$ cat src/rtl/core/assert_macros.svh
`ifndef ASSERT_MACROS_SVH
`define ASSERT_MACROS_SVH
// same-cycle implication
`define AST_NOW(lbl, ck, rn, a, b) \
  lbl: assert property (@(posedge ck) disable iff (!rn) (a) |-> (b)) \
    else $error("assertion failed");
// next-cycle implication
`define AST_NEXT(lbl, ck, rn, a, b) \
  lbl: assert property (@(posedge ck) disable iff (!rn) (a) |=> (b)) \
    else $error("assertion failed");
`endif

$ cat src/rtl/core/fbh_pkg.sv
`default_nettype none
package fbh_pkg;
  localparam int MAX_WIDTH  = 256;
  localparam int MAX_HEIGHT = 256;
  localparam int COL_W  = $clog2(MAX_WIDTH);
  localparam int ROW_W  = $clog2(MAX_HEIGHT);
  localparam int DEPTH  = MAX_WIDTH * MAX_HEIGHT;
  localparam int ADDR_W = $clog2(DEPTH);
  localparam int WDIM_W = COL_W + 1;
  localparam int HDIM_W = ROW_W + 1;
  localparam int NUM_W  = ROW_W + 10;
  localparam int LINE_W = NUM_W + 1;

  typedef enum logic [1:0] {
    OP_CLEAR = 2'd0,
    OP_FAULT = 2'd1,
    OP_READ  = 2'd2,
    OP_NONE  = 2'd3
  } op_t;

  typedef enum logic [1:0] {
    REG_WIDTH  = 2'd0,
    REG_HEIGHT = 2'd1,
    REG_STEP   = 2'd2,
    REG_NONE   = 2'd3
  } reg_idx_t;

  typedef struct packed {
    op_t        op;
    logic [7:0] t1;
    logic [7:0] b1;
    logic [7:0] t2;
    logic [7:0] b2;
    logic [7:0] col;
    logic [7:0] row;
  } cmd_t;

  typedef struct packed {
    logic valid;
    cmd_t cmd;
  } head_t;

  function automatic logic [ADDR_W-1:0] cell_addr(input int unsigned r, input int unsigned c);
    cell_addr = ADDR_W'(r * MAX_WIDTH + c);
  endfunction
endpackage
`default_nettype wire

$ cat src/rtl/core/fbh_front.sv
`default_nettype none
module fbh_front (
  input  wire logic          clk,
  input  wire logic          rst_n,
  input  wire logic          in_valid,
  output logic               in_stall,
  input  wire fbh_pkg::cmd_t in_cmd,
  input  wire logic          pop,
  output fbh_pkg::head_t     head
);
  import fbh_pkg::*;

  cmd_t       q_r [2];
  logic       wp_r, wp_nxt, rp_r, rp_nxt;
  logic [1:0] cnt_r, cnt_nxt;
  logic       push;

  assign in_stall = (cnt_r == 2'd2);
  assign push     = in_valid && !in_stall && (in_cmd.op != OP_NONE);

  always_comb begin
    wp_nxt  = push ? ~wp_r : wp_r;
    rp_nxt  = pop ? ~rp_r : rp_r;
    cnt_nxt = cnt_r + {1'b0, push} - {1'b0, pop};
  end

  always_ff @(posedge clk) begin
    if (!rst_n) begin
      wp_r  <= 1'b0;
      rp_r  <= 1'b0;
      cnt_r <= '0;
    end else begin
      wp_r  <= wp_nxt;
      rp_r  <= rp_nxt;
      cnt_r <= cnt_nxt;
    end
    if (push) begin
      q_r[wp_r] <= in_cmd;
    end
  end

  assign head.valid = (cnt_r != 2'd0);
  assign head.cmd   = q_r[rp_r];
endmodule
`default_nettype wire

$ cat config.mk
export PLATFORM = sky130hd
export DESIGN_NAME = fbh_front
export DESIGN_NICKNAME = d
export VERILOG_FILES = /design/src/rtl/core/assert_macros.svh /design/src/rtl/core/fbh_pkg.sv /design/src/rtl/core/fbh_front.sv
export SDC_FILE = /design/constraint.sdc
export NUM_CORES = 1
export LEC_CHECK = 0
export BUFFER_PORTS_ARGS = -buffer_cell sky130_fd_sc_hd__buf_2
export CORE_AREA = 2 2 95 97
export CTS_BUF_LIST = sky130_fd_sc_hd__clkbuf_8
export DETAILED_ROUTE_END_ITERATION = 10
export DIE_AREA = 0 0 97 99
export PLACE_DENSITY_LB_ADDON = 0.08
export SLEW_MARGIN = 20
export SYNTH_ARGS = -nofsm -noshare
export SYNTH_HDL_FRONTEND = slang
export SYNTH_SLANG_ARGS = --single-unit
$ cat constraint.sdc
create_clock -name clk -period 4.3 [get_ports clk]
set_input_delay 0.215 -clock clk [delete_from_list [all_inputs] [get_ports clk]]
set_output_delay 0.215 -clock clk [all_outputs]
set_load 0.005 [all_outputs]
==> results.tsv <==
metric	value	unit
gr ovfl total	0	
Finish-stage setup viols	0	
vias in the first global route	1883	
placed cell areas	0.00470	sq mm
Initial Util	0.482	
critical path data required time	4.09	ns
FMAX	481	MHz
input/output buffers	105	
hold path depth	1	
Final Instance Area	0.00492	sq mm
status	finished clean	
YS warnings	0	
CTS hold repair buffers	0	
setup slack after layout	2.22	ns
VDD IR max	0.000271	V
Crit Reg-Reg Startpoint	cnt_r[1]$_SDFF_PN0_	
1st-pass router iterations	4	
remaining design rule violation count	0	
# clock sinks	105	
Least-Margin Pin Slew	0.960	ns
die area	0.00960	sq mm
detailed placement HPWL	4210	um
# resized after CTS	0	
routed len/inst	15.5	um
Placer Congestion	0.634	
critical path class	register to primary output	
average size of a mapped cell	22.7	sq um
final setup TNS	0	ns
setup slack, reg-to-reg	2.44	ns
first-pass GRT wire length	9560	um
Final Hold Fails	0	
most frequent cells in the layout	105 x buf_2, 100 x edfxtp_1, 50 x mux2_4, 9 x clkbuf_8	
CP Data Arrival Time	1.86	ns
slowest stage delay, CP	0.96	ns
critical path endpoint category	primary output	
antenna violation net count after detailed routing	0	
I/O pin count	106	
diodes inserted	0	
slowest CP cell	dfxtp_4	
P per Cell Area	445	mW/mm^2
Yosys top cell area share	0.729	
hold_ws	0.0475	ns
pin count of the biggest net entering global routing	51	
synthesized cell area	0.00412	sq mm
max-cap viol count	0	
max-slew violation count	0	
DP Worst Slack	2.07	ns
Net Count, Synth	237	
clk_lat worst skew	0.35	ns
Final nets	351	
CTS max path bufs	2	
Crit Path Max Fanout	50	
Pleak	1.96	nW
cell count after synthesis	181	
final wirelength	6330	um
CTS root buf	clkbuf_8	
largest cells by area after synthesis	edfxtp_1 73%, mux2_4 18%, buf_12 2.4%, dfxtp_1 2.4%, and2_1 0.61%	
most common cell after layout, fill and taps aside	buf_2	
core area	0.00855	sq mm
Distinct cells, synth	16	
crit share post-route	0.483	
worst flop-to-flop path endpoint	q_r[0][8]$_DFFE_PP_	
leading area contributor after synthesis	edfxtp_1	
critical path, cell by cell	mux2_4, buf_2	
family with the most delay on the worst path	flip-flops	
Tot GR Track Use	0.132	
ratio of cells with drive above 1 in the final layout	0.603	
CTS tree	built	
setup skew after layout	0.00803	ns
Area growth syn-to-layout	19.6	%
max_slew headroom	0.360	
unrepaired setup endpoints after global routing	false	
Hold Path Origin	in_cmd[35]	
clock period minus final worst setup slack	2.08	ns
Chip Width	97	um
Rows	34	
end point of the worst hold path	q_r[0][35]$_DFFE_PP_	
Min-Delay Path Class	input pin to register	
CTS clk-pin slew, worst paths	0.10	ns
Num CTS Buffers	9	
Post-CTS Repair Setup Buffers	0	
Yosys reg bits	105	
DRT iter0 DRCs	97	
R2R depth	5	
antenna violations before repair	0	
Vias	1919	
Seq/Total Area, Yosys	0.754	
H-Tree Depth	3	
Setup crit start kind	register	
worst path buffer plus inverter count	1	
die span in y	99	um
vias per cell	4.70	
-- synth_stat cells (all sizes together) --
cell type  number
edfxtp        100
mux2           50
buf             6
dfxtp           5
and2            4
nand2           3
ha              2
inv             2
nor2            2
xnor2           2
mux2i           1
nand3b          1
nor2b           1
or2             1
xor2            1
-- registers in the layout, indices dropped and copies added (netlist names), named ones only --
signal  count
q_r       100
cnt_r       2
rp_r        1
wp_r        1
-- how the worst max path moves through the flow --
stage | startpoint | end | slack [ns] | cells after the start
2_1_floorplan | cnt_r[1]$_SDFF_PN0_ | q_r[0][0]$_DFFE_PP_ | 1.13 | 3
3_3_place_gp | cnt_r[1]$_SDFF_PN0_ | q_r[0][3]$_DFFE_PP_ | 2.05 | 4
3_5_place_dp | cnt_r[1]$_SDFF_PN0_ | q_r[0][3]$_DFFE_PP_ | 2.07 | 4
4_1_cts | cnt_r[1]$_SDFF_PN0_ | q_r[1][26]$_DFFE_PP_ | 2.05 | 4
5_1_grt | register | head[5] | 2.13 | 2
6_report | register | head[6] | 2.22 | 2
-- through the flow --
step,power (mW),instances,utilization
global placement,1.67,390,0.550
detailed placement,1.68,390,0.550
finish,2.19,408,0.576
CTS,2.21,406,0.570
global route,2.30,408,0.576
floorplan,1.54,181,-
-- metal layers --
metal	wire length, um	part of all wire	track usage	vias up
li1	-	-	-	929
met1	2700	0.43	0.166	917
met2	3150	0.50	0.218	64
met3	401	0.063	0.0376	9
met4	78	0.012	0.0520	0
met5	0	0	0	-
-- cells by family after synthesis --
group,synth area share
simple gates,0.0204
buf+inv,0.0289
flops,0.754
xor+xnor,0.00638
mux,0.185
fa+ha+maj,0.00608
-- report_power, final --
part	switching, mW	internal [mW]	leakage [nW]	total (mW)
clock	0.324	0.216	0.0904	0.540
combinational	0.145	0.218	0.903	0.363
sequential	0.0525	1.24	0.966	1.29
total	0.521	1.67	1.96	2.19
-- layout make-up --
cell class                 count  area, sq um
timing repair buffer         109          588
multi-input combinational     68          911
fill                         695         3630
clock inverter                 7         52.6
inverter                       2         7.51
sequential                   105         3110
tap                          108          135
clock buffer                   9          124
Power figures use the tool's default switching activity.
